==> src/rtl/sifr_pkg.sv <==
`timescale 1ns / 1ps
`default_nettype none

package sifr_pkg;

    typedef logic signed [31:0] t_word;

    // output selection
    localparam logic [1:0] KIND_HOT  = 2'd0;
    localparam logic [1:0] KIND_A    = 2'd1;
    localparam logic [1:0] KIND_B    = 2'd2;
    localparam logic [1:0] KIND_NONE = 2'd3;

    // configuration register indexes
    localparam logic [2:0] CFG_ADC0     = 3'd0;
    localparam logic [2:0] CFG_ADC1     = 3'd1;
    localparam logic [2:0] CFG_ADC2     = 3'd2;
    localparam logic [2:0] CFG_ADC3     = 3'd3;
    localparam logic [2:0] CFG_LOW_T    = 3'd4;
    localparam logic [2:0] CFG_HIGH_T   = 3'd5;
    localparam logic [2:0] CFG_MIN_DUTY = 3'd6;
    localparam logic [2:0] CFG_MAX_DUTY = 3'd7;

    // temperature nodes, hundredths of a degree
    localparam t_word NODE_T0 = 32'sd2500;
    localparam t_word NODE_T1 = 32'sd5000;
    localparam t_word NODE_T2 = 32'sd8000;
    localparam t_word NODE_T3 = 32'sd12500;

    localparam t_word HOT_DIVISOR  = 32'sd100;
    localparam t_word DUTY_DIVISOR = 32'sd200;
    localparam t_word DUTY_FLOOR   = 32'sd5;

    // job codes: six Neville combinations per sensor, then the fan jobs
    localparam logic [3:0] JOB_P03_A = 4'd0;
    localparam logic [3:0] JOB_P02_A = 4'd1;
    localparam logic [3:0] JOB_P01_A = 4'd2;
    localparam logic [3:0] JOB_Q13_A = 4'd3;
    localparam logic [3:0] JOB_Q12_A = 4'd4;
    localparam logic [3:0] JOB_T_A   = 4'd5;
    localparam logic [3:0] JOB_P03_B = 4'd6;
    localparam logic [3:0] JOB_P02_B = 4'd7;
    localparam logic [3:0] JOB_P01_B = 4'd8;
    localparam logic [3:0] JOB_Q13_B = 4'd9;
    localparam logic [3:0] JOB_Q12_B = 4'd10;
    localparam logic [3:0] JOB_T_B   = 4'd11;
    localparam logic [3:0] JOB_WHOLE = 4'd12;
    localparam logic [3:0] JOB_Q     = 4'd13;
    localparam logic [3:0] JOB_CC    = 4'd14;

    // per-sensor combination step
    localparam logic [2:0] STEP_P03 = 3'd0;
    localparam logic [2:0] STEP_P02 = 3'd1;
    localparam logic [2:0] STEP_P01 = 3'd2;
    localparam logic [2:0] STEP_Q13 = 3'd3;
    localparam logic [2:0] STEP_Q12 = 3'd4;
    localparam logic [2:0] STEP_T   = 3'd5;

    typedef struct packed {
        logic [3:0][11:0] adc;
        logic [14:0]      low_temp;
        logic [14:0]      high_temp;
        logic [7:0]       min_duty;
        logic [7:0]       max_duty;
    } t_cfg;

    typedef struct packed {
        logic  start;
        t_word num;
        t_word den;
    } t_div_req;

    typedef struct packed {
        logic  done;
        t_word quot;
    } t_div_rsp;

    typedef struct packed {
        logic        done;
        t_word       temperature;
        logic [14:0] fan_compare;
    } t_core_rsp;

endpackage

`default_nettype wire

==> src/rtl/sifr_div.sv <==
`timescale 1ns / 1ps
`default_nettype none

module sifr_div (
    input  wire                  i_clk,
    input  wire                  i_rst_n,
    input  wire sifr_pkg::t_div_req i_req,
    output sifr_pkg::t_div_rsp   o_rsp
);

    logic        r_busy, n_busy;
    logic        r_done, n_done;
    logic [4:0]  r_cnt, n_cnt;
    logic [31:0] r_rem, n_rem;
    logic [31:0] r_q, n_q;
    logic [31:0] r_d, n_d;
    logic        r_neg, n_neg;
    logic        r_zero, n_zero;

    logic [31:0] num_mag;
    logic [31:0] den_mag;
    logic [32:0] trial;

    assign num_mag = i_req.num[31] ? (~i_req.num + 32'd1) : i_req.num;
    assign den_mag = i_req.den[31] ? (~i_req.den + 32'd1) : i_req.den;
    assign trial   = {r_rem, r_q[31]} - {1'b0, r_d};

    always_comb begin
        n_busy = r_busy;
        n_done = 1'b0;
        n_cnt  = r_cnt;
        n_rem  = r_rem;
        n_q    = r_q;
        n_d    = r_d;
        n_neg  = r_neg;
        n_zero = r_zero;
        if (i_req.start) begin
            n_busy = 1'b1;
            n_cnt  = '0;
            n_rem  = '0;
            n_q    = num_mag;
            n_d    = den_mag;
            n_neg  = i_req.num[31] ^ i_req.den[31];
            n_zero = (i_req.den == '0);
        end else if (r_busy) begin
            if (!trial[32]) begin
                n_rem = trial[31:0];
                n_q   = {r_q[30:0], 1'b1};
            end else begin
                n_rem = {r_rem[30:0], r_q[31]};
                n_q   = {r_q[30:0], 1'b0};
            end
            n_cnt = r_cnt + 5'd1;
            if (r_cnt == 5'd31) begin
                n_busy = 1'b0;
                n_done = 1'b1;
            end
        end
    end

    always_ff @(posedge i_clk) begin
        if (!i_rst_n) begin
            r_busy <= 1'b0;
            r_done <= 1'b0;
            r_cnt  <= '0;
        end else begin
            r_busy <= n_busy;
            r_done <= n_done;
            r_cnt  <= n_cnt;
        end
    end

    always_ff @(posedge i_clk) begin
        r_rem  <= n_rem;
        r_q    <= n_q;
        r_d    <= n_d;
        r_neg  <= n_neg;
        r_zero <= n_zero;
    end

    always_comb begin
        o_rsp.done = r_done;
        if (r_zero) begin
            o_rsp.quot = '0;
        end else if (r_neg) begin
            o_rsp.quot = ~r_q + 32'd1;
        end else begin
            o_rsp.quot = r_q;
        end
    end

endmodule

`default_nettype wire

==> src/rtl/sifr_core.sv <==
`timescale 1ns / 1ps
`default_nettype none

module sifr_core #(
    parameter int FAN_RATE = 1024
) (
    input  wire                  i_clk,
    input  wire                  i_rst_n,
    input  wire                  i_start,
    input  wire  [1:0]           i_kind,
    input  wire  [11:0]          i_sensor_a,
    input  wire  [11:0]          i_sensor_b,
    input  wire sifr_pkg::t_cfg  i_cfg,
    input  wire                  i_out_free,
    output logic                 o_idle,
    output sifr_pkg::t_core_rsp  o_rsp
);

    localparam sifr_pkg::t_word RATE_WORD = 32'(FAN_RATE);
    localparam sifr_pkg::t_word DUTY_CEIL = 32'(FAN_RATE / 2 - 5);

    typedef enum logic [5:0] {
        S_IDLE = 6'b000001,
        S_MUL1 = 6'b000010,
        S_MUL2 = 6'b000100,
        S_DIV  = 6'b001000,
        S_WAIT = 6'b010000,
        S_DONE = 6'b100000
    } t_state;

    t_state r_state, n_state;
    logic [3:0] r_job, n_job;
    logic [15:0] r_fan_level;

    logic [1:0]  r_kind;
    logic [11:0] r_sa, r_sb;
    sifr_pkg::t_word r_prod, r_acc;
    sifr_pkg::t_word r_p03, r_p02, r_p01, r_q13, r_q12;
    sifr_pkg::t_word r_ta, r_tb, r_whole, r_q, r_cc;

    sifr_pkg::t_div_req div_req;
    sifr_pkg::t_div_rsp div_rsp;

    logic [11:0] x;
    logic [2:0]  step;
    logic [12:0] d0, d1, d2, d3;
    logic [12:0] e01, e02, e03, e12, e13, e23;
    sifr_pkg::t_word a1, b1, a2, b2, den;
    sifr_pkg::t_word mul_a, mul_b;
    sifr_pkg::t_word hot, hot_off, duty_span, thr_span, duty_sel, cc_clamp;
    logic hot_low, hot_high;
    logic [15:0] fan_next;
    sifr_pkg::t_word temp_sel;

    function automatic sifr_pkg::t_word sx13(input logic [12:0] v);
        return {{19{v[12]}}, v};
    endfunction

    assign x    = (r_job < sifr_pkg::JOB_P03_B) ? r_sa : r_sb;
    assign step = (r_job < sifr_pkg::JOB_P03_B) ? r_job[2:0]
                                                : 3'(r_job - sifr_pkg::JOB_P03_B);

    assign d0  = {1'b0, i_cfg.adc[0]} - {1'b0, x};
    assign d1  = {1'b0, i_cfg.adc[1]} - {1'b0, x};
    assign d2  = {1'b0, i_cfg.adc[2]} - {1'b0, x};
    assign d3  = {1'b0, i_cfg.adc[3]} - {1'b0, x};
    assign e01 = {1'b0, i_cfg.adc[0]} - {1'b0, i_cfg.adc[1]};
    assign e02 = {1'b0, i_cfg.adc[0]} - {1'b0, i_cfg.adc[2]};
    assign e03 = {1'b0, i_cfg.adc[0]} - {1'b0, i_cfg.adc[3]};
    assign e12 = {1'b0, i_cfg.adc[1]} - {1'b0, i_cfg.adc[2]};
    assign e13 = {1'b0, i_cfg.adc[1]} - {1'b0, i_cfg.adc[3]};
    assign e23 = {1'b0, i_cfg.adc[2]} - {1'b0, i_cfg.adc[3]};

    assign hot       = (r_ta > r_tb) ? r_ta : r_tb;
    assign hot_low   = hot < $signed({17'd0, i_cfg.low_temp});
    assign hot_high  = hot > $signed({17'd0, i_cfg.high_temp});
    assign hot_off   = hot - $signed({17'd0, i_cfg.low_temp});
    assign duty_span = $signed({24'd0, i_cfg.max_duty}) - $signed({24'd0, i_cfg.min_duty});
    assign thr_span  = $signed({17'd0, i_cfg.high_temp}) - $signed({17'd0, i_cfg.low_temp});

    always_comb begin
        if (hot_low) begin
            duty_sel = {24'd0, i_cfg.min_duty};
        end else if (hot_high) begin
            duty_sel = {24'd0, i_cfg.max_duty};
        end else begin
            duty_sel = r_q + $signed({24'd0, i_cfg.min_duty});
        end
    end

    // operands of the current job: (a1*b1 - a2*b2) / den
    always_comb begin
        a1  = '0;
        b1  = '0;
        a2  = '0;
        b2  = '0;
        den = '0;
        if (r_job < sifr_pkg::JOB_WHOLE) begin
            case (step)
                sifr_pkg::STEP_P03: begin
                    a1 = sifr_pkg::NODE_T3; b1 = sx13(d0);
                    a2 = sifr_pkg::NODE_T0; b2 = sx13(d3); den = sx13(e03);
                end
                sifr_pkg::STEP_P02: begin
                    a1 = sifr_pkg::NODE_T2; b1 = sx13(d0);
                    a2 = sifr_pkg::NODE_T0; b2 = sx13(d2); den = sx13(e02);
                end
                sifr_pkg::STEP_P01: begin
                    a1 = sifr_pkg::NODE_T1; b1 = sx13(d0);
                    a2 = sifr_pkg::NODE_T0; b2 = sx13(d1); den = sx13(e01);
                end
                sifr_pkg::STEP_Q13: begin
                    a1 = r_p03; b1 = sx13(d1);
                    a2 = r_p01; b2 = sx13(d3); den = sx13(e13);
                end
                sifr_pkg::STEP_Q12: begin
                    a1 = r_p02; b1 = sx13(d1);
                    a2 = r_p01; b2 = sx13(d2); den = sx13(e12);
                end
                sifr_pkg::STEP_T: begin
                    a1 = r_q13; b1 = sx13(d2);
                    a2 = r_q12; b2 = sx13(d3); den = sx13(e23);
                end
                default: begin
                    a1 = '0;
                end
            endcase
        end else begin
            case (r_job)
                sifr_pkg::JOB_WHOLE: begin
                    a1 = hot; b1 = 32'sd1; den = sifr_pkg::HOT_DIVISOR;
                end
                sifr_pkg::JOB_Q: begin
                    a1 = hot_off; b1 = duty_span; den = thr_span;
                end
                sifr_pkg::JOB_CC: begin
                    a1 = RATE_WORD; b1 = duty_sel; den = sifr_pkg::DUTY_DIVISOR;
                end
                default: begin
                    a1 = '0;
                end
            endcase
        end
    end

    // one multiplier: a1*b1 in S_MUL1, a2*b2 in S_MUL2
    assign mul_a = (r_state == S_MUL2) ? a2 : a1;
    assign mul_b = (r_state == S_MUL2) ? b2 : b1;

    always_comb begin
        div_req.start = (r_state == S_DIV);
        div_req.num   = r_acc - r_prod;
        div_req.den   = den;
    end

    sifr_div u_div (
        .i_clk   (i_clk),
        .i_rst_n (i_rst_n),
        .i_req   (div_req),
        .o_rsp   (div_rsp)
    );

    always_comb begin
        if (r_cc < sifr_pkg::DUTY_FLOOR) begin
            cc_clamp = sifr_pkg::DUTY_FLOOR;
        end else if (r_cc > DUTY_CEIL) begin
            cc_clamp = DUTY_CEIL;
        end else begin
            cc_clamp = r_cc;
        end
    end

    assign fan_next = (r_fan_level < cc_clamp[15:0]) ? (r_fan_level + 16'd1)
                                                     : (r_fan_level - 16'd1);

    always_comb begin
        case (r_kind)
            sifr_pkg::KIND_HOT:  temp_sel = r_whole;
            sifr_pkg::KIND_A:    temp_sel = r_ta;
            sifr_pkg::KIND_B:    temp_sel = r_tb;
            sifr_pkg::KIND_NONE: temp_sel = '0;
            default:             temp_sel = '0;
        endcase
    end

    always_comb begin
        n_state = r_state;
        n_job   = r_job;
        case (r_state)
            S_IDLE: begin
                if (i_start) begin
                    n_state = S_MUL1;
                    n_job   = sifr_pkg::JOB_P03_A;
                end
            end
            S_MUL1: n_state = S_MUL2;
            S_MUL2: n_state = S_DIV;
            S_DIV:  n_state = S_WAIT;
            S_WAIT: begin
                if (div_rsp.done) begin
                    if (r_job == sifr_pkg::JOB_CC) begin
                        n_state = S_DONE;
                    end else begin
                        n_state = S_MUL1;
                        n_job   = r_job + 4'd1;
                    end
                end
            end
            S_DONE: begin
                if (i_out_free) begin
                    n_state = S_IDLE;
                end
            end
            default: n_state = S_IDLE;
        endcase
    end

    always_ff @(posedge i_clk) begin
        if (!i_rst_n) begin
            r_state     <= S_IDLE;
            r_job       <= '0;
            r_fan_level <= '0;
        end else begin
            r_state <= n_state;
            r_job   <= n_job;
            if (r_state == S_DONE && i_out_free) begin
                r_fan_level <= fan_next;
            end
        end
    end

    always_ff @(posedge i_clk) begin
        if (r_state == S_IDLE && i_start) begin
            r_kind <= i_kind;
            r_sa   <= i_sensor_a;
            r_sb   <= i_sensor_b;
        end
        if (r_state == S_MUL1) begin
            r_prod <= mul_a * mul_b;
        end
        if (r_state == S_MUL2) begin
            r_acc  <= r_prod;
            r_prod <= mul_a * mul_b;
        end
        if (r_state == S_WAIT && div_rsp.done) begin
            case (r_job)
                sifr_pkg::JOB_P03_A, sifr_pkg::JOB_P03_B: r_p03 <= div_rsp.quot;
                sifr_pkg::JOB_P02_A, sifr_pkg::JOB_P02_B: r_p02 <= div_rsp.quot;
                sifr_pkg::JOB_P01_A, sifr_pkg::JOB_P01_B: r_p01 <= div_rsp.quot;
                sifr_pkg::JOB_Q13_A, sifr_pkg::JOB_Q13_B: r_q13 <= div_rsp.quot;
                sifr_pkg::JOB_Q12_A, sifr_pkg::JOB_Q12_B: r_q12 <= div_rsp.quot;
                sifr_pkg::JOB_T_A:   r_ta    <= div_rsp.quot;
                sifr_pkg::JOB_T_B:   r_tb    <= div_rsp.quot;
                sifr_pkg::JOB_WHOLE: r_whole <= div_rsp.quot;
                sifr_pkg::JOB_Q:     r_q     <= div_rsp.quot;
                sifr_pkg::JOB_CC:    r_cc    <= div_rsp.quot;
                default:             r_cc    <= r_cc;
            endcase
        end
    end

    assign o_idle = (r_state == S_IDLE);

    always_comb begin
        o_rsp.done        = (r_state == S_DONE) && i_out_free;
        o_rsp.temperature = temp_sel;
        o_rsp.fan_compare = fan_next[14:0];
    end

`ifndef ASSERT_OFF
    a_div_done_in_wait: assert property (@(posedge i_clk) disable iff (!i_rst_n)
        div_rsp.done |-> r_state == S_WAIT)
        else $error("divider finished outside wait state");

    a_job_range: assert property (@(posedge i_clk) disable iff (!i_rst_n)
        r_job <= sifr_pkg::JOB_CC)
        else $error("job counter out of range");

    a_start_when_idle: assert property (@(posedge i_clk) disable iff (!i_rst_n)
        i_start |-> r_state == S_IDLE)
        else $error("start while busy");

    a_fan_holds: assert property (@(posedge i_clk) disable iff (!i_rst_n)
        !o_rsp.done |=> $stable(r_fan_level))
        else $error("fan level moved without a result");

    a_done_to_idle: assert property (@(posedge i_clk) disable iff (!i_rst_n)
        o_rsp.done |=> r_state == S_IDLE)
        else $error("sequencer did not return to idle");
`endif

endmodule

`default_nettype wire

==> src/rtl/sensor_interp_fan_ramp_top.sv <==
`timescale 1ns / 1ps
`default_nettype none

// Channel   Dir  Handshake                  Payload
// input     in   i_in_valid / o_in_stall    i_kind, i_sensor_a, i_sensor_b
// output    out  o_out_valid / i_out_stall  o_temperature, o_fan_compare
// config    in   i_cfg_we                   i_cfg_idx, i_cfg_data
//
// One transaction runs 15 jobs in turn, each a pair of multiplies on one shared multiplier
// followed by a division on the shared 1-bit-per-cycle divider. The next transaction
// is accepted only once the previous result has been loaded into the output register.
// o_in_stall is high from acceptance until the result is loaded into the output register.
// A waiting result holds in the output register; the next transaction is still accepted.
// Synchronous active-low reset restores the register defaults and clears the fan level.

module sensor_interp_fan_ramp_top #(
    parameter int FAN_RATE = 1024
) (
    input  wire          i_clk,
    input  wire          i_rst_n,
    input  wire          i_in_valid,
    output logic         o_in_stall,
    input  wire  [1:0]   i_kind,
    input  wire  [11:0]  i_sensor_a,
    input  wire  [11:0]  i_sensor_b,
    output logic         o_out_valid,
    input  wire          i_out_stall,
    output logic [31:0]  o_temperature,
    output logic [14:0]  o_fan_compare,
    input  wire          i_cfg_we,
    input  wire  [2:0]   i_cfg_idx,
    input  wire  [14:0]  i_cfg_data
);

    sifr_pkg::t_cfg      r_cfg;
    sifr_pkg::t_core_rsp core_rsp;
    logic                core_idle;
    logic                out_free;
    logic                r_out_valid;
    logic [31:0]         r_temperature;
    logic [14:0]         r_fan_compare;

    always_ff @(posedge i_clk) begin
        if (!i_rst_n) begin
            r_cfg.adc[0]    <= 12'd1305;
            r_cfg.adc[1]    <= 12'd2250;
            r_cfg.adc[2]    <= 12'd3141;
            r_cfg.adc[3]    <= 12'd3764;
            r_cfg.low_temp  <= 15'd3000;
            r_cfg.high_temp <= 15'd4000;
            r_cfg.min_duty  <= 8'd20;
            r_cfg.max_duty  <= 8'd95;
        end else if (i_cfg_we) begin
            case (i_cfg_idx)
                sifr_pkg::CFG_ADC0:     r_cfg.adc[0]    <= i_cfg_data[11:0];
                sifr_pkg::CFG_ADC1:     r_cfg.adc[1]    <= i_cfg_data[11:0];
                sifr_pkg::CFG_ADC2:     r_cfg.adc[2]    <= i_cfg_data[11:0];
                sifr_pkg::CFG_ADC3:     r_cfg.adc[3]    <= i_cfg_data[11:0];
                sifr_pkg::CFG_LOW_T:    r_cfg.low_temp  <= i_cfg_data;
                sifr_pkg::CFG_HIGH_T:   r_cfg.high_temp <= i_cfg_data;
                sifr_pkg::CFG_MIN_DUTY: r_cfg.min_duty  <= i_cfg_data[7:0];
                sifr_pkg::CFG_MAX_DUTY: r_cfg.max_duty  <= i_cfg_data[7:0];
                default:                r_cfg           <= r_cfg;
            endcase
        end
    end

    assign o_in_stall = !core_idle;
    assign out_free   = !r_out_valid || !i_out_stall;

    sifr_core #(
        .FAN_RATE (FAN_RATE)
    ) u_core (
        .i_clk      (i_clk),
        .i_rst_n    (i_rst_n),
        .i_start    (i_in_valid && core_idle),
        .i_kind     (i_kind),
        .i_sensor_a (i_sensor_a),
        .i_sensor_b (i_sensor_b),
        .i_cfg      (r_cfg),
        .i_out_free (out_free),
        .o_idle     (core_idle),
        .o_rsp      (core_rsp)
    );

    always_ff @(posedge i_clk) begin
        if (!i_rst_n) begin
            r_out_valid <= 1'b0;
        end else if (core_rsp.done) begin
            r_out_valid <= 1'b1;
        end else if (!i_out_stall) begin
            r_out_valid <= 1'b0;
        end
    end

    always_ff @(posedge i_clk) begin
        if (core_rsp.done) begin
            r_temperature <= core_rsp.temperature;
            r_fan_compare <= core_rsp.fan_compare;
        end
    end

    assign o_out_valid   = r_out_valid;
    assign o_temperature = r_temperature;
    assign o_fan_compare = r_fan_compare;

endmodule

`default_nettype wire

==> config.mk <==
export PLATFORM = sky130hd
export DESIGN_NAME = sensor_interp_fan_ramp_top
export DESIGN_NICKNAME = d
export VERILOG_FILES = /design/src/rtl/sifr_pkg.sv /design/src/rtl/sifr_div.sv /design/src/rtl/sifr_core.sv /design/src/rtl/sensor_interp_fan_ramp_top.sv
export SDC_FILE = /design/constraint.sdc
export NUM_CORES = 2
export LEC_CHECK = 0
export BUFFER_PORTS_ARGS = -buffer_cell sky130_fd_sc_hd__buf_2
export CAP_MARGIN = 25
export CORE_MARGIN = 10
export CORE_UTILIZATION = 59
export CTS_CLUSTER_SIZE = 20
export DETAILED_ROUTE_END_ITERATION = 10
export PLACE_DENSITY = 0.81
export SYNTH_ARGS = -nofsm -noshare
export SYNTH_HDL_FRONTEND = slang
export SYNTH_SLANG_ARGS = --single-unit
export TNS_END_PERCENT = 100
==> constraint.sdc <==
create_clock -name i_clk -period 13.5 [get_ports i_clk]
set_input_delay 3.375 -clock i_clk [delete_from_list [all_inputs] [get_ports i_clk]]
set_output_delay 3.375 -clock i_clk [all_outputs]
set_load 0.01 [all_outputs]
Word-level counts from Yosys, hierarchy flattened:

Index checks and enable logic that the tools add are counted.

* add/subtract/negate cells: 24
* multiply operators: 1
* div/mod/pow operators: 0
* $lt $le $gt $ge: 8
* equality and inequality tests: 41
* shift operators: 0
* multiplexer cells: 49
* bitwise gates (word level): 6
* reductions and logical operators: 47

Operators by type and width (count)
* $mux W32: 18
* $pmux W32 S3: 6
* $pmux W32 S6: 2
* $sub A12 B12 Y13: 10
* $pmux W32 S4: 1
* $add A32 B1 Y32 const B: 3
* $not A32 Y32: 3
* $mux W16: 3
* $pmux W6 S6: 1
* $reduce_and A2 Y1: 18
* $sub A33 B32 Y33: 1
* $add A32 B9 Y32: 1
* $gt A32 B10 Y1 const B: 1
* $gt A32 B16 Y1: 1
* $gt A32 B32 Y1: 1
* $logic_not A32 Y1: 1
* $lt A32 B16 Y1: 1
* $lt A32 B4 Y1 const B: 1
* $mul A32 B32 Y32: 1
* $sub A32 B16 Y32: 1
* $sub A32 B32 Y32: 1
* $mux W31: 1
* $eq A4 B4 Y1 const B: 7
* $mux W6: 4
* 45 further kinds: 88

* bits in registers: 683
* latch bits: 0
* RAM bits: 0
* bits in read-only memories: 0
* bits of input ports: 49
* output and inout bits: 49
* memories kept: 0

Depth between registers and ports, before layout:

* depth in word-level cells: 11
* gate-level depth with buffers: 58
* mapped depth without buffers: 52

Modules after synthesis:

Synthesis repeated with hierarchy kept, for this count alone.

* cell total of the unflattened synthesis: 6116
* area, all modules: 58838.9 um2

Modules (own cells, without submodules)
* sifr_core: instances 1, cells an instance 4808, area each 45839.0 um2, sequential area each 12832.3 um2
* sifr_div: instances 1, cells an instance 909, area each 7878.8 um2, sequential area each 2762.6 um2
* sensor_interp_fan_ramp_top: instances 1, cells an instance 399, area each 5121.2 um2, sequential area each 3313.2 um2

Worst setup path after synthesis:

OpenSTA, ideal clock, no wires.

* kind: reg2reg
* start: register u_core.r_ta[20]
* end: register u_core.r_prod[31] (data pin)
* arrival time: 12.283 ns
* data required time: 13.240 ns
* slack: 0.957 ns
* stages on the path, launching flop included: 54
* path buffers: 5
* period minus slack after synthesis: 12.543 ns
* cells stage by stage: edfxtp_1 ha_1 a211oi_1 o221ai_1 a211oi_2 mux2_4 a31o_4 nor2_4 buf_4 buf_4 mux2i_1 ha_1 fa_1 nor2b_1 o31a_1 o41ai_1 a31oi_1 o41ai_1 [18 not listed] ha_1 fa_1 inv_1 fa_1 inv_1 ha_1 a21oi_1 nor2_1 a211oi_1 o2bb2ai_1 o22ai_1 or2_2 o311ai_0 a31oi_1 a21oi_1 o21a_1 o21ai_0 xnor2_1

* word-level cells in the longest chain between the ends: 11
* elaborated cells between the ends (all ways): 16
* those cells by class: 1 x add/sub; 1 x mul; 3 x order compare; 11 x mux

RTL lines
* from (decl): RTL line sifr_core.sv:39 `sifr_pkg::t_word r_ta, r_tb, r_whole, r_q, r_cc;`
* from (signal assigned): RTL line sifr_core.sv:252 `sifr_pkg::JOB_T_A: r_ta <= div_rsp.quot;`
* $gt A32 B32 Y1: RTL line sifr_core.sv:74 `assign hot = (r_ta > r_tb) ? r_ta : r_tb;`
* $mux W32 *: RTL line sifr_core.sv:74
* $gt A32 B16 Y1: RTL line sifr_core.sv:76 `assign hot_high = hot > $signed({17'd0, i_cfg.high_temp});`
* $mux W32: RTL line sifr_core.sv:84 `end else if (hot_high) begin`
* $mux W32: RTL line sifr_core.sv:82 `if (hot_low) begin`
* $pmux W32 S3: RTL line sifr_core.sv:129 `case (r_job)`
* $mux W32: RTL line sifr_core.sv:98 `if (r_job < sifr_pkg::JOB_WHOLE) begin`
* $mux W32: RTL line sifr_core.sv:148 `assign mul_b = (r_state == S_MUL2) ? b2 : b1;`
* $mul A32 B32 Y32 *: RTL line sifr_core.sv:239, sifr_core.sv:243
* $mux W32: RTL line sifr_core.sv:238 `if (r_state == S_MUL1) begin`
* $mux W32 *: RTL line sifr_core.sv:241 `if (r_state == S_MUL2) begin`
* to (signal assigned): RTL line sifr_core.sv:239 `r_prod <= mul_a * mul_b;`
* to (signal assigned): RTL line sifr_core.sv:243 `r_prod <= mul_a * mul_b;`
* to (decl): RTL line sifr_core.sv:37 `sifr_pkg::t_word r_prod, r_acc;`

Every way passes the cells marked *; elsewhere a longest branch is shown, timed or not. The select of a mux whose other input is x is not followed.
A chain may end at the register's enable or synchronous reset.

Worst setup path after layout:

* start: register u_core.r_ta[25]
* end: register u_core.r_prod[31] (data pin)

The elaborated chain is that of the path after synthesis.

==> metrics.txt <==
pin count of the biggest net entering global routing between 80 and 90; Peak VDD IR 1.05 mV; most numerous cell on the critical path fa_1; FF/Latch Area ~0.019 mm²; placed instance count between 7000 and 8000; NetSw slightly below 8 mW; DRT iter0 DRCs around 5400; Hold Fails Final Rpt 0; Core Box Area roughly 0.097 mm²; Die Width about 330 µm; Max FO, Critical Path 14; final period utilization a little over nine tenths; area delta synth->final 10.2%; WP depth 48; CTS tree yes; max-cap check violation count 0; final total negative setup slack 0 ps; DR vias/cell about 6.3; worst hold path class register to register; clock tree buffer depth 3; Final Max Tran Viols 0; WP buf/inv 9; Remaining DRCs 0; Row Count 114; switching power share of the total approximately 46%; register area share after synthesis 33.0%; Die Span Y between 300 and 400 µm; Syn Area/Cell about 9.5 µm²; Hold Crit Depth 0; minimum clock period 12890 ps; Critical Path AT ~13000 ps; vias in the first global route 46746; Distinct cells, synth 99; max incr delay on CP around 860 ps; top-area cell type share of the netlist area between 20% and 30%; htree depth 3; placer congestion estimate between 1 and 1.5; Startpoint Class register; top cells by count, synth inv_1, nor2_1, edfxtp_1; Worst setup EP type register; count leader, synth inv_1; clock skew ~26 ps; area of the multi-input gates 0.0347 mm²; drt first pass iters 8; CTS buffer count between 70 and 80; Ports 98; share of post-route cells with drive strength above 1 a little under 10%; Req. time, crit path 13940 ps; post-synthesis cell area about 0.057 mm²; Initial Utilization a little under 60%; Clk pwr share between 10% and 20%; max reg flops 94; final setup vio count 0; die area about 0.11 mm²; Top Family by Delay on Critical Path adder cells; Biggest register r_cfg; Static Leak 27.1 nW; Finished Layout Cells 7538; Clk pin slew, worst setup/hold paths 70 ps; via count about 47000; antenna violations before repair 9; Worst R2R Path Depth 48; maximum clock frequency 0.0776 GHz; dominant synthesized flop cell edfxtp_1; Routed wire per std cell 24.1 µm; synthesized flop and latch total 683; status complete, no violations; Relative slew margins approximately 23%; Sequential Power Share between 10% and 20%; area leader, netlist edfxtp_1; top cells by area, synth edfxtp_1, fa_1, ha_1; fill count about 7600; Post-synth EDFFs roughly 520; Congestion Overflow GR 0; actual slew at the worst max-slew pin 1150 ps; post-DP HPWL roughly 140000 µm; CTS root buf clkbuf_16; gr usage total about a third; r2r setup slk 610 ps; final net count 7098; total power per unit cell area ~270 mW/mm²; DRT Wirelength 182000 µm; first-pass GRT wire length roughly 280000 µm; Pint between 9 and 10 mW; port bufs 97; Worst-Skew Late Latency roughly 700 ps; fraction of registers with async set/reset 0%; Synth Warn # 0; Logic pwr share roughly 70%; clk sinks between 600 and 700; Crit Path Category register to register; cells after synthesis around 6100; ANT nets after route 0; CP max-delay cell o21ai_1
## metal layers
metal	track usage (%)	share of wire [%]	routed length [µm]	vias up
li1	-	-	-	20995
met5	0.664	0.064	117	-
met2	51.1	45	82700	2561
met4	15.3	5.4	9880	4
met1	42.7	39	71100	22980
met3	5.84	10	18200	584
## metrics by stage
step                setup slack [ps]  util, %  instance area [µm²]  power (mW)  hold WS [ps]
floorplan                        957        -                57400        11.3           426
global placement               -49.9     62.2                60100        14.1           429
detailed placement              -292     62.3                60200        14.4           435
CTS                             22.6     65.1                62900        16.8           451
global route                   -42.8     65.4                63200        18.4           458
finish                           612     65.4                63200        16.9           449
## cells in the final DEF (no fill, tap or decap), types with 23 or more instances in the layout
master,Yosys,final
nor2b_1,58,57
a22o_1,27,27
a211oi_1,30,29
o211ai_1,57,57
buf_2,11,97
a221oi_1,26,23
clkbuf_16,0,82
xor2_1,107,107
o22ai_1,47,45
fa_1,422,422
edfxtp_1,523,523
a31oi_1,36,33
buf_4,12,199
nand2b_1,100,100
o21ai_0,289,282
ha_1,432,432
or3_1,38,38
nand4_1,29,29
nor4_1,30,27
o21bai_1,27,27
nor3_1,84,75
a21boi_0,104,104
o31ai_1,33,32
nand2_1,501,500
and3_1,39,39
mux2i_1,102,102
o21a_1,41,40
a22oi_1,45,45
dfxtp_1,160,158
a21oi_1,252,246
nand3_1,113,113
and2_1,42,42
a21o_1,51,50
nor2_1,599,589
inv_1,804,802
or2_2,72,72
xnor2_1,191,189
## kinds of logic after synthesis
group                      Yosys count  synth area share (%)
AOI/OAI and AO/OA                 1237                  14.3
muxes                              117                  2.08
adders and majority gates          854                  24.2
other                                2                0.0131
buffers and inverters             1070                  7.12
DFF                                683                  33.0
and+or+nand+nor                   1782                  14.5
xor gates and xnor gates           305                  4.80
## cell type report
cell class                      count  area share (%)
Antenna cell                        2         0.00792
Timing Repair Buffer              308            3.44
Clock buffer                      103            3.44
Tap cell                         1276            2.53
Clock inverter                     41           0.830
Inverter                          807            4.80
Sequential cell                   683            29.9
Multi-Input combinational cell   4318            55.0
## worst paths after layout
path,from,endpoint
setup / recovery,u_core.r_ta[25]$_DFFE_PP_,u_core.r_prod[31]$_DFFE_PP_
hold reg to reg,u_core.r_prod[4]$_DFFE_PP_,u_core.r_acc[4]$_DFFE_PP_
hold / removal,u_core.r_prod[4]$_DFFE_PP_,u_core.r_acc[4]$_DFFE_PP_
setup reg to reg,u_core.r_ta[25]$_DFFE_PP_,u_core.r_prod[31]$_DFFE_PP_
## worst reg2reg max path, delay by kind of cell, from the launching register on
family          cells  cell delay (ps)
fa+ha+maj          12             4520
compound gates     17             4370
simple gates        7             1480
buf+inv             9             1070
flops               1              530
mux                 2              490
xor+xnor            1              170
## power groups by stage
stage / sequential (mW) / combinational (mW) / clock (mW)
2_1_floorplan: 2.90 / 8.38 / 0
3_3_place_gp: 2.93 / 11.2 / 0
3_5_place_dp: 2.93 / 11.5 / 0
4_1_cts: 2.89 / 11.6 / 2.27
5_1_grt: 2.90 / 13.2 / 2.34
6_report: 2.89 / 11.7 / 2.24
## what timing repair did
item | CTS | global route
pin swaps | 0 | 7
gates cloned | 0 | 2
hold buffers | 0 | 0
gates resized for setup | 2 | 22
buffers inserted | 0 | 11
hold endpoints to repair | 0 | 0
setup endpoints to repair | 3 | 11
Power figures use the tool's default switching activity.
